### config.mk
export PLATFORM = sky130hd
export DESIGN_NAME = preemptive_priority_task_scheduler
export DESIGN_NICKNAME = d
export VERILOG_FILES = /design/src/rtl/core/pts_pkg.sv /design/src/rtl/core/pts_ram.sv /design/src/rtl/core/pts_queues.sv /design/src/rtl/core/preemptive_priority_task_scheduler.sv
export VERILOG_INCLUDE_DIRS = /design/src /design/src/rtl/core
export SDC_FILE = /design/constraint.sdc
export NUM_CORES = 2
export LEC_CHECK = 0
export BUFFER_PORTS_ARGS = -buffer_cell sky130_fd_sc_hd__buf_2
export CORE_AREA = 8 8 490 492
export CTS_CLUSTER_SIZE = 30
export DETAILED_ROUTE_END_ITERATION = 8
export DIE_AREA = 0 0 498 500
export HOLD_SLACK_MARGIN = 0.05
export SLEW_MARGIN = 20
export SYNTH_ARGS = -nofsm -noshare
export SYNTH_HDL_FRONTEND = slang
export SYNTH_HIERARCHICAL = 1
export SYNTH_SLANG_ARGS = --single-unit
### constraint.sdc
create_clock -name clk -period 7.6 [get_ports clk]
set_clock_uncertainty 0.15 [all_clocks]
set_input_delay 0.38 -clock clk [delete_from_list [all_inputs] [get_ports clk]]
set_output_delay 0.38 -clock clk [all_outputs]
set_load 0.005 [all_outputs]
### src/rtl/core/assert_macros.svh
// assertion macros shared by the scheduler rtl
// each macro expects a clock named clk and a reset named rst in scope
`ifndef ASSERT_MACROS_SVH
`define ASSERT_MACROS_SVH

// property that must hold at every edge out of reset
`define ASSERT_ALWAYS(lbl, expr, msg) \
  lbl: assert property (@(posedge clk) disable iff (rst) (expr)) else $error(msg);

// same-cycle implication
`define ASSERT_IMPLY(lbl, ante, cons, msg) \
  lbl: assert property (@(posedge clk) disable iff (rst) (ante) |-> (cons)) else $error(msg);

// next-cycle implication
`define ASSERT_NEXT(lbl, ante, cons, msg) \
  lbl: assert property (@(posedge clk) disable iff (rst) (ante) |=> (cons)) else $error(msg);

`endif

### src/rtl/core/pts_pkg.sv
// types, constants and codes for the preemptive priority task scheduler
// no dependencies; used by pts_queues and the scheduler
package pts_pkg;

  // field widths
  localparam int TAG_W   = 8;
  localparam int SVC_W   = 4;
  localparam int PRIO_W  = 2;
  localparam int EVT_W   = 3;

  // queue and stack geometry
  localparam int NUM_Q             = 3;
  localparam int QUEUE_DEPTH_DEF   = 64;
  localparam int STACK_DEPTH       = 2;
  localparam int STK_IW            = $clog2(STACK_DEPTH);
  localparam int LVL_W             = $clog2(STACK_DEPTH + 1);

  // priority codes
  localparam logic [PRIO_W-1:0] PRIO_LOW = 2'd2;
  localparam logic [PRIO_W-1:0] NO_QUEUE = 2'd3;

  // event codes
  localparam logic [EVT_W-1:0] EV_IDLE    = 3'd0;
  localparam logic [EVT_W-1:0] EV_CONT    = 3'd1;
  localparam logic [EVT_W-1:0] EV_START   = 3'd2;
  localparam logic [EVT_W-1:0] EV_RESUME  = 3'd3;
  localparam logic [EVT_W-1:0] EV_PREEMPT = 3'd4;

  typedef struct packed {
    logic              arrive_valid;
    logic [TAG_W-1:0]  arrive_tag;
    logic [PRIO_W-1:0] arrive_priority;
    logic [SVC_W-1:0]  arrive_service;
  } in_beat_t;

  typedef struct packed {
    logic [EVT_W-1:0]  event_res;
    logic              busy_res;
    logic [TAG_W-1:0]  run_tag;
    logic [PRIO_W-1:0] run_priority;
    logic [SVC_W-1:0]  run_remaining;
    logic              finished;
    logic              dropped;
  } out_beat_t;

  // one queued task
  typedef struct packed {
    logic [TAG_W-1:0] tag;
    logic [SVC_W-1:0] svc;
  } entry_t;

  // one preempted task
  typedef struct packed {
    logic [TAG_W-1:0]  tag;
    logic [SVC_W-1:0]  svc;
    logic [PRIO_W-1:0] prio;
  } stk_entry_t;

  // scheduler to queue unit
  typedef struct packed {
    logic              enq;
    logic [PRIO_W-1:0] enq_sel;
    logic              pop;
    logic [PRIO_W-1:0] pop_sel;
  } q_cmd_t;

  // queue unit to scheduler
  typedef struct packed {
    logic [NUM_Q-1:0] nonempty;
    logic [NUM_Q-1:0] full;
  } q_stat_t;

endpackage

### src/rtl/core/pts_ram.sv
// generic single-write, single-read ram with registered read data
// no dependencies
module pts_ram #(
  parameter int WIDTH = 12,
  parameter int DEPTH = 64,
  localparam int AW = $clog2(DEPTH)
) (
  input  logic             clk,
  input  logic             wr_en,
  input  logic [AW-1:0]    wr_addr,
  input  logic [WIDTH-1:0] wr_data,
  input  logic             rd_en,
  input  logic [AW-1:0]    rd_addr,
  output logic [WIDTH-1:0] rd_data
);

  logic [WIDTH-1:0] mem [DEPTH];

  // write port
  always_ff @(posedge clk) begin
    if (wr_en) begin
      mem[wr_addr] <= wr_data;
    end
  end

  // registered read, holds when not enabled
  always_ff @(posedge clk) begin
    if (rd_en) begin
      rd_data <= mem[rd_addr];
    end
  end

endmodule

### src/rtl/core/pts_queues.sv
// three priority fifos sharing one ram, with head/count per fifo
// depends on pts_pkg, pts_ram and assert_macros.svh
`include "assert_macros.svh"

module pts_queues #(
  parameter int QUEUE_DEPTH = pts_pkg::QUEUE_DEPTH_DEF
) (
  input  logic              clk,
  input  logic              rst,
  input  pts_pkg::q_cmd_t   cmd,
  input  pts_pkg::entry_t   enq_entry,
  output pts_pkg::q_stat_t  stat,
  output pts_pkg::entry_t   head
);

  localparam int IW = $clog2(QUEUE_DEPTH);
  localparam int CW = $clog2(QUEUE_DEPTH + 1);
  localparam int SW = IW + 2;
  localparam int EW = $bits(pts_pkg::entry_t);
  localparam int MD = pts_pkg::NUM_Q * QUEUE_DEPTH;
  localparam int AW = $clog2(MD);

  logic [CW-1:0]   count [pts_pkg::NUM_Q];
  logic [IW-1:0]   hd    [pts_pkg::NUM_Q];
  logic [IW-1:0]   tail  [pts_pkg::NUM_Q];
  logic [pts_pkg::NUM_Q-1:0] fwd_hit;

  logic [AW-1:0]   wr_addr;
  logic [AW-1:0]   rd_addr;
  logic [EW-1:0]   rdata;
  logic            fwd;
  pts_pkg::entry_t fwd_data;

  logic            count_ok;
  logic            pop_ok;
  logic            enq_ok;

  for (genvar q = 0; q < pts_pkg::NUM_Q; q++) begin : g_q
    logic          enq_here;
    logic          pop_here;
    logic [SW-1:0] sum;
    logic [SW-1:0] slot;

    assign enq_here = cmd.enq && (cmd.enq_sel == pts_pkg::PRIO_W'(q));
    assign pop_here = cmd.pop && (cmd.pop_sel == pts_pkg::PRIO_W'(q));

    // tail slot = head + count, wrapped once
    assign sum     = SW'(hd[q]) + SW'(count[q]);
    assign slot    = (sum >= SW'(QUEUE_DEPTH)) ? sum - SW'(QUEUE_DEPTH) : sum;
    assign tail[q] = slot[IW-1:0];

    // same-cycle write and read of an empty fifo's head
    assign fwd_hit[q] = enq_here && pop_here && (count[q] == '0);

    assign stat.nonempty[q] = (count[q] != '0);
    assign stat.full[q]     = (count[q] >= CW'(QUEUE_DEPTH));

    // head pointer and fill count
    always_ff @(posedge clk) begin
      if (rst) begin
        hd[q]    <= '0;
        count[q] <= '0;
      end else begin
        if (pop_here) begin
          hd[q] <= (hd[q] == IW'(QUEUE_DEPTH - 1)) ? '0 : hd[q] + 1'b1;
        end
        if (enq_here && !pop_here) begin
          count[q] <= count[q] + 1'b1;
        end else if (pop_here && !enq_here) begin
          count[q] <= count[q] - 1'b1;
        end
      end
    end
  end

  // ram addresses: each fifo owns one block of QUEUE_DEPTH entries
  always_comb begin
    wr_addr = '0;
    rd_addr = '0;
    for (int q = 0; q < pts_pkg::NUM_Q; q++) begin
      if (cmd.enq_sel == pts_pkg::PRIO_W'(q)) begin
        wr_addr = AW'(q * QUEUE_DEPTH) + AW'(tail[q]);
      end
      if (cmd.pop_sel == pts_pkg::PRIO_W'(q)) begin
        rd_addr = AW'(q * QUEUE_DEPTH) + AW'(hd[q]);
      end
    end
  end

  pts_ram #(
    .WIDTH (EW),
    .DEPTH (MD)
  ) u_ram (
    .clk     (clk),
    .wr_en   (cmd.enq),
    .wr_addr (wr_addr),
    .wr_data (enq_entry),
    .rd_en   (cmd.pop),
    .rd_addr (rd_addr),
    .rd_data (rdata)
  );

  // remember whether the ram is bypassed
  always_ff @(posedge clk) begin
    if (cmd.pop) begin
      fwd      <= |fwd_hit;
      fwd_data <= enq_entry;
    end
  end

  // head data, valid from the cycle after the pop
  assign head = fwd ? fwd_data : pts_pkg::entry_t'(rdata);

  // assertion terms
  assign count_ok = (count[0] <= CW'(QUEUE_DEPTH)) && (count[1] <= CW'(QUEUE_DEPTH)) &&
                    (count[2] <= CW'(QUEUE_DEPTH));
  assign pop_ok   = (cmd.pop_sel <= pts_pkg::PRIO_LOW) &&
                    (stat.nonempty[cmd.pop_sel] || (cmd.enq && cmd.enq_sel == cmd.pop_sel));
  assign enq_ok   = (cmd.enq_sel <= pts_pkg::PRIO_LOW) && !stat.full[cmd.enq_sel];

  `ASSERT_ALWAYS(a_count_bound, count_ok, "fifo count beyond depth")
  `ASSERT_IMPLY(a_pop_nonempty, cmd.pop, pop_ok, "pop from empty fifo")
  `ASSERT_IMPLY(a_enq_room, cmd.enq, enq_ok, "enqueue into full fifo")

endmodule

### src/rtl/core/preemptive_priority_task_scheduler.sv
// one result per accepted tick; the result is registered when phase B completes with the output register free
// a new tick is not taken until the last one leaves phase B: the queue ram read separates
// the scheduling decision from the popped task's tag and service time
// a full output register holds the block in phase B until drained
// synchronous reset clears fifo counts, stack level and the server;
// fifo ram contents are not cleared
`include "assert_macros.svh"

module preemptive_priority_task_scheduler #(
  parameter int QUEUE_DEPTH = pts_pkg::QUEUE_DEPTH_DEF
) (
  input  logic               clk,
  input  logic               rst,
  input  logic               task_valid,
  output logic               task_stall,
  input  pts_pkg::in_beat_t  task_beat,
  output logic               res_valid,
  input  logic               res_stall,
  output pts_pkg::out_beat_t res_beat
);

  localparam logic PH_A = 1'b0;
  localparam logic PH_B = 1'b1;

  logic phase;
  logic acc;
  logic done_b;

  // server and stack state
  logic                        run_valid;
  logic [pts_pkg::TAG_W-1:0]   run_tag;
  logic [pts_pkg::SVC_W-1:0]   run_svc;
  logic [pts_pkg::PRIO_W-1:0]  run_prio;
  logic [pts_pkg::LVL_W-1:0]   lvl;
  pts_pkg::stk_entry_t         stk [pts_pkg::STACK_DEPTH];

  // decision held over to phase B
  logic                        pend_pop;
  logic [pts_pkg::EVT_W-1:0]   evt_q;
  logic                        drop_q;

  // queue unit link
  pts_pkg::q_cmd_t  qcmd;
  pts_pkg::q_stat_t qstat;
  pts_pkg::entry_t  qhead;
  pts_pkg::entry_t  enq_entry;

  // decision signals
  logic [pts_pkg::PRIO_W-1:0]  arr_prio;
  logic                        enq_ok;
  logic                        drop;
  logic [pts_pkg::NUM_Q-1:0]   ne;
  logic [pts_pkg::PRIO_W-1:0]  best;
  logic [pts_pkg::LVL_W-1:0]   lvl_dec;
  logic [pts_pkg::STK_IW-1:0]  top_idx;
  pts_pkg::stk_entry_t         stk_top;
  logic [pts_pkg::EVT_W-1:0]   evt;
  logic                        do_pop;
  logic                        do_push;
  logic                        do_resume;
  logic [pts_pkg::LVL_W-1:0]   lvl_next;
  logic                        rv_next;
  logic [pts_pkg::PRIO_W-1:0]  rp_next;

  // phase B signals
  logic [pts_pkg::TAG_W-1:0]   cur_tag;
  logic [pts_pkg::SVC_W-1:0]   cur_svc;
  logic [pts_pkg::SVC_W-1:0]   svc_dec;
  logic                        fin;

  assign task_stall = (phase == PH_B);
  assign acc        = task_valid && !task_stall;
  assign done_b     = (phase == PH_B) && (!res_valid || !res_stall);

  // arrival, best fifo and scheduling decision
  always_comb begin
    arr_prio = (task_beat.arrive_priority > pts_pkg::PRIO_LOW) ?
               pts_pkg::PRIO_LOW : task_beat.arrive_priority;
    enq_ok   = task_beat.arrive_valid && !qstat.full[arr_prio];
    drop     = task_beat.arrive_valid && qstat.full[arr_prio];
    ne       = qstat.nonempty;
    if (enq_ok) begin
      ne[arr_prio] = 1'b1;
    end

    priority if (ne[0]) begin
      best = 2'd0;
    end else if (ne[1]) begin
      best = 2'd1;
    end else if (ne[2]) begin
      best = 2'd2;
    end else begin
      best = pts_pkg::NO_QUEUE;
    end

    lvl_dec   = lvl - 1'b1;
    top_idx   = lvl_dec[pts_pkg::STK_IW-1:0];
    stk_top   = stk[top_idx];

    evt       = pts_pkg::EV_IDLE;
    do_pop    = 1'b0;
    do_push   = 1'b0;
    do_resume = 1'b0;
    lvl_next  = lvl;
    rv_next   = run_valid;
    rp_next   = run_prio;

    if (!run_valid) begin
      if (lvl != '0 && lvl <= pts_pkg::LVL_W'(pts_pkg::STACK_DEPTH) &&
          stk_top.prio <= best) begin
        evt       = pts_pkg::EV_RESUME;
        do_resume = 1'b1;
        lvl_next  = lvl_dec;
        rv_next   = 1'b1;
        rp_next   = stk_top.prio;
      end else if (best != pts_pkg::NO_QUEUE) begin
        evt     = pts_pkg::EV_START;
        do_pop  = 1'b1;
        rv_next = 1'b1;
        rp_next = best;
      end
    end else if (best < run_prio) begin
      evt     = pts_pkg::EV_PREEMPT;
      do_pop  = 1'b1;
      rp_next = best;
      if (lvl < pts_pkg::LVL_W'(pts_pkg::STACK_DEPTH)) begin
        do_push  = 1'b1;
        lvl_next = lvl + 1'b1;
      end
    end else begin
      evt = pts_pkg::EV_CONT;
    end
  end

  // queue commands, only on the accept cycle
  always_comb begin
    qcmd.enq      = acc && enq_ok;
    qcmd.enq_sel  = arr_prio;
    qcmd.pop      = acc && do_pop;
    qcmd.pop_sel  = best;
    enq_entry.tag = task_beat.arrive_tag;
    enq_entry.svc = task_beat.arrive_service;
  end

  pts_queues #(
    .QUEUE_DEPTH (QUEUE_DEPTH)
  ) u_queues (
    .clk       (clk),
    .rst       (rst),
    .cmd       (qcmd),
    .enq_entry (enq_entry),
    .stat      (qstat),
    .head      (qhead)
  );

  // served task and its decrement
  always_comb begin
    cur_tag = pend_pop ? qhead.tag : run_tag;
    cur_svc = pend_pop ? qhead.svc : run_svc;
    svc_dec = (cur_svc != '0) ? cur_svc - 1'b1 : '0;
    fin     = run_valid && (svc_dec == '0);
  end

  // control state
  always_ff @(posedge clk) begin
    if (rst) begin
      phase     <= PH_A;
      res_valid <= 1'b0;
      run_valid <= 1'b0;
      lvl       <= '0;
      pend_pop  <= 1'b0;
    end else begin
      if (acc) begin
        phase     <= PH_B;
        run_valid <= rv_next;
        lvl       <= lvl_next;
        pend_pop  <= do_pop;
      end
      if (done_b) begin
        phase     <= PH_A;
        run_valid <= run_valid && !fin;
        res_valid <= 1'b1;
      end else if (res_valid && !res_stall) begin
        res_valid <= 1'b0;
      end
    end
  end

  // payload: running task, stack entries and result beat
  always_ff @(posedge clk) begin
    if (acc) begin
      evt_q    <= evt;
      drop_q   <= drop;
      run_prio <= rp_next;
      if (do_resume) begin
        run_tag <= stk_top.tag;
        run_svc <= stk_top.svc;
      end
      if (do_push) begin
        stk[lvl[pts_pkg::STK_IW-1:0]] <= '{tag: run_tag, svc: run_svc, prio: run_prio};
      end
    end
    if (done_b) begin
      run_tag                <= cur_tag;
      run_svc                <= svc_dec;
      res_beat.event_res     <= evt_q;
      res_beat.busy_res      <= run_valid;
      res_beat.run_tag       <= run_valid ? cur_tag : '0;
      res_beat.run_priority  <= run_valid ? run_prio : '0;
      res_beat.run_remaining <= run_valid ? svc_dec : '0;
      res_beat.finished      <= fin;
      res_beat.dropped       <= drop_q;
    end
  end

  `ASSERT_ALWAYS(a_stack_bound, lvl <= pts_pkg::LVL_W'(pts_pkg::STACK_DEPTH), "stack overflow")
  `ASSERT_IMPLY(a_preempt_room, acc && evt == pts_pkg::EV_PREEMPT, do_push, "stack full on preempt")
  `ASSERT_IMPLY(a_rise_after_b, $rose(res_valid), $past(phase) == PH_B, "early result")
  `ASSERT_NEXT(a_pop_fills_server, acc && do_pop, run_valid && pend_pop, "popped task not served")

endmodule
======== Word-level counts from Yosys, hierarchy flattened ========
Memory sizes are Yosys's and may differ from the RTL's. A register that Yosys moved wholly into a read port is not among the register bits.
Index checks and enable logic that the tools add are counted.
storage, ports and cells
  bits of input ports ..................... 19
  logic and storage cells ................. 246
  flip-flop bits (word level) ............. 57
  memory bits (writable) .................. 2371
  output and inout port bits .............. 22
  memories ................................ 4
memory list
  memory              depth  width  read ports  clocked after Yosys merged registers in  wr ports  RTL line                                  RTL
  u_queues.u_ram.mem  192    12     1           1                                        1         pts_ram.sv:17                             logic [WIDTH-1:0] mem [DEPTH];
  stk                 2      14     1           0                                        1         preemptive_priority_task_scheduler.sv:35  pts_pkg::stk_entry_t stk [pts_pkg::STACK_DEPTH];
  u_queues.count      3      7      3           0                                        3         pts_queues.sv:23                          logic [CW-1:0] count [pts_pkg::NUM_Q];
  u_queues.hd         3      6      3           0                                        3         pts_queues.sv:24                          logic [IW-1:0] hd [pts_pkg::NUM_Q];
operators by class
  muxes and demuxes ....................... 104
  order comparisons ....................... 13
  reductions and logical operators ........ 63
  bitwise gates (word level) .............. 10
  eq/ne operators ......................... 10
  $add $sub $neg .......................... 22
operator list
  cell                                                                   number
  6-bit 2-to-1 mux                                                       11
  8-bit 2-to-1 mux                                                       8
  1-bit 2-to-1 mux                                                       55
  7-bit 2-to-1 mux                                                       6
  1-bit logical AND                                                      30
  2-bit 2-to-1 mux                                                       13
  6-bit by 7-bit adder with 8-bit output                                 3
  8-bit by 7-bit >= comparator with 1-bit output, second input constant  3
  7-bit by 1-bit adder with 7-bit output, second input constant          3
  7-bit >= comparator, second input constant                             3
  7-bit zero test                                                        3
  7-bit nonzero test                                                     3
  7-bit by 1-bit subtractor with 7-bit output, second input constant     3
  4-bit 2-to-1 mux                                                       5
  6-bit by 1-bit adder with 6-bit output, second input constant          3
  6-bit == test, second input constant                                   3
  6-bit by 1-bit subtractor with 6-bit output, second input constant     3
  7-bit by 6-bit adder with 8-bit output, first input constant           2
  8-bit by 6-bit adder with 8-bit output, first input constant           2
  12-bit 2-to-1 mux                                                      1
  1-bit zero test                                                        11
  2-bit nonzero test                                                     5
  3-bit 2-to-1 mux                                                       3
  1-bit OR                                                               9
  27 further kinds                                                       31

======== Logic depth before layout (Yosys ltp) ========
  depth in word-level cells ............... 24
  depth in mapped cells ................... 22
  gate-level depth less buffers ........... 21

======== Hierarchy ========
The synthesis kept the hierarchy.
modules (own cells, without submodules)
  module                              seq. area each (um2)  times used  cells an instance  area each (um2)
  pts_ram                             69546.7               1           4083               89718.5
  pts_queues                          1561.5                1           389                3906.2
  preemptive_priority_task_scheduler  2102.0                1           237                3171.8

======== Worst setup path before layout ========
OpenSTA, ideal clock, no wires.
  kind .................................... register to register
  start point ............................. mem u_queues/count[1][2] (netlist name)
  end point ............................... mem u_queues/count[2][6] (netlist name), data pin
  data required time ...................... 7.303 ns
  library setup time ...................... 0.147 ns
  cell stages (with the launch flop) ...... 22
  period minus slack after synthesis ...... 5.573 ns
  path slack .............................. 2.027 ns
  buffers on the path ..................... 2
  arrival time ............................ 5.277 ns
  path through ............................ edfxtp_1 > clkbuf_1 > nor4_1 > nand3b_1 > nor2_1 > o21ai_2 > inv_1 > ha_1 > a211o_1 > a31oi_1 > a31oi_1 > nor2_1 > buf_6 > and4bb_1 > nand2_2 > inv_1 > ha_1 > nor2b_1 > o31a_1 > o21a_1 > or3_1 > a21oi_1
RTL lines
  what             RTL line
  start, declared  pts_queues.sv:23

==> flow_metrics.tcl <==
set metrics [dict create \
    power_density_nw_per_um2 277.2 \
    num_rows 177 \
    ir_drop_v 0.0002198 \
    rrSetupSlack_ns 1.08 \
    crit_start "u_queues/count[1][2]" \
    yosys_warnings 6 \
    grt_pass1_vias 48310 \
    ys_seq_elements 2440 \
    hpwlAfterDp_um 151600 \
    max_freq_ghz 0.1534 \
    cp-start-kind "flip-flop" \
    synthMostInstantiatedCell "edfxtp_1" \
    vias_per_cell 5.942 \
    drt_wl_total_um 252100 \
    avgSynthCellArea_um2 20.56 \
    vias 49130 \
    cts_made_buffers 238 \
    top_level_ports 41 \
    cts_root_buf "clkbuf_16" \
    die_x_um 498 \
    finalSetupViolCount 0 \
    synth-xor-area-share_pct 0.2534 \
    yosys.area.top_type "edfxtp_1" \
    grt_use_total_pct 19.74 \
    grt_pass1_wl_um 359500 \
    areaGrowthSynthToFinish_pct 13.30 \
    relSlewSlack_pct 20.72 \
    wl_per_cell_um 30.48 \
    fin_nets 5076 \
    r2r_start "u_queues/count[1][2]" \
    p_leak_nw 34.14 \
    grt-ovfl-total 0 \
    syn_nets 4764 \
    required_ns 8.16 \
    fill_cells 18930 \
    post_cts_buffers 0 \
    worstMarginPinSlew_ns 1.180 \
    min_path_type "input pin to flip-flop" \
    final_core_util_pct 47.30 \
    core-area_um2 231900 \
    final_hold_viol_count 0 \
    cp_slowest_cell "o21ai_4" \
    cts_tree "done" \
    synthDistinctLibCells 85 \
    synthesis.area_um2 96800 \
    seq_area_frac_synth_pct 75.63 \
    drv_cap 0 \
    layout_setup_ws_ns 1.081 \
    crit_fanout 51 \
    final_cell_count_no_fill 8269 \
    r2r_cells 15 \
    clock_sinks 2440 \
    fin_setup_tns_ns 0 \
    design_area_um2 109700 \
    muxShareOfSynthArea_pct 15.51 \
    synth_top_family_by_area "multiplexers" \
    timing.final.crit_share_pct 85.77 \
    ant_nets 0 \
    path_cells "nor4_1, nand3b_1, nor2_1, o21ai_2, inv_1, mux2i_1, o21ai_4, nand2_4, buf_12, o221ai_1, o22ai_1, o31ai_1, a211oi_1, buf_4, nor3_1" \
    slew_viol_final 0 \
    synth_ff_type "edfxtp_1" \
    pre_cts_slack_ns 1.173 \
    cts_repair_resize_count 0 \
    drive_above_1_share_pct 24.72 \
    antenna_found_initial 12 \
    drc 0 \
    die_area_um2 249000 \
    port_buffers 40 \
    dpl_cell_area_um2 101800 \
    hp-start "task_beat[4]" \
    end_kind "flip-flop" \
    fin_hold_ws_ns 0.1633 \
    power_mw 30.40 \
    critical_path_class "flip-flop to flip-flop" \
    initial_core_util_pct 41.75 \
    synth_area_leaders "edfxtp_1 76%, mux4_2 12%, mux2i_1 2.8%, nor2_1 1.1%, o221ai_1 0.87%" \
    cts_max_path_buffers 3 \
    die_y_um 500 \
    htreeDepth 4 \
    grt_max_degree 115 \
    gp_congestion 0.8550 \
    yosysTopAreaCellShare_pct 75.51 \
    dp.cells 7805 \
    yosys.area_share.simple_pct 2.972 \
    endpoint "u_queues/u_ram/rd_data[11]" \
    rr_endpoint "u_queues/u_ram/rd_data[11]" \
    arrival_ns 7.08 \
    rsz0062_at_grt "no" \
    synth_edf_count 2434 \
    synth-compound-area-share_pct 3.341 \
    status "complete, no violations" \
    first_pass_iters 6 \
    yosys.area_share.adder_pct 0.4964 \
    cp_slowest_stage_delay_ns 0.88 \
    clk_pin_slew_ns 0.07 \
    synth_common_cells "2434 x edfxtp_1, 528 x mux4_2, 280 x nor2_1" \
    async_reset_ff_share_pct 0 \
    fin_crit_ns 6.519 \
    drtIter0Drc 5868 \
    clock_latency_ns 0.90 \
    synthCells 4709 \
]
-- routing by layer --
layer	global-route usage [%]	part of all wire (%)	up-vias
met1	27.98	41	26210
met3	4.284	9.3	353
met4	5.173	2.5	2
li1	-	-	20320
met2	31.31	47	2243
met5	0	0.0036	-
-- layout by cell type (no fill, tap or decap), types with 17 or more instances in the layout --
cell type and count:
clkbuf_1 49, o21ai_0 38, clkbuf_16 238, a221oi_1 21, nor2_2 47, nand2_1 107, nand2b_1 17, inv_1 22
nand3_1 46, clkinv_1 63, a21oi_1 94, nor2_1 234, nor2b_1 38, dlygate4sd3_1 19, buf_2 28, a211oi_1 38
buf_4 244, nor3_1 63, edfxtp_1 2434, o221ai_1 96, buf_12 22, ha_1 32, mux2_2 36, mux4_2 528
mux2i_1 270, bufinv_16 20, xor2_1 18, clkinv_2 44, o22ai_1 56
-- repair_timing --
action	4_1_cts	5_1_grt
endpoints found under the setup margin	0	0
hold endpoints to repair	961	0
hold buffers	19	0
-- cell families (layout without fill, tap and decap cells) --
| family | count (synthesis) | in the layout |
|---|---|---|
| XOR/XNOR | 28 | 28 |
| AND/OR/NAND/NOR | 630 | 630 |
| multiplexers | 835 | 835 |
| AO/OA/AOI/OAI | 458 | 458 |
| other | 0 | 3 |
| adder cells (fa/ha/maj) | 36 | 36 |
| flip-flops | 2440 | 2440 |
| buffers and inverters | 282 | 796 |
-- state kept, by name (all words and copies together) (netlist names), 2 cells and up --
name / cells
run_svc: 4
stk: 28
u_queues/u_ram/mem: 2304
run_prio: 2
lvl: 2
u_queues/fwd_data: 12
evt_q: 3
run_tag: 8
res_beat: 20
u_queues/u_ram/rd_data: 12
u_queues/hd: 18
u_queues/count: 21
-- final cells by class --
type | count | area (um2) | area share (%)
clock inverters | 149 | 1454 | 1.326
diodes | 3 | 7.507 | 0.006845
inverters | 28 | 115.1 | 0.1050
flip-flops and latches | 2440 | 73210 | 66.76
well taps | 3043 | 3807 | 3.472
multi-input cells | 1987 | 22100 | 20.15
clock buffers | 293 | 6222 | 5.674
repair buffers | 326 | 2749 | 2.507
-- power by group --
part           internal (mW)  switching (mW)  total, mW
Clock                   6.50            5.06       11.6
Combinational           1.48            2.36       3.84
Sequential              14.9          0.0869       15.0
-- critical path: cells and delay by family (launching register included) --
kind / cells / cell delay, ns
muxes: 1 / 0.23
buffers and inverters: 3 / 1.07
DFF: 1 / 0.53
AOI/OAI and AO/OA: 6 / 2.51
and+or+nand+nor: 5 / 1.76
-- how the worst min path moves through the flow --
stage,end,slack [ns],depth (start not counted)
global placement,res_beat[17],0.25,0
global route,run_valid,0.18,4
CTS,run_valid,0.09,4
floorplan,res_beat[0],0.25,0
detailed placement,res_beat[0],0.26,0
finish,evt_q[2],0.16,4
Power figures use the tool's default switching activity.
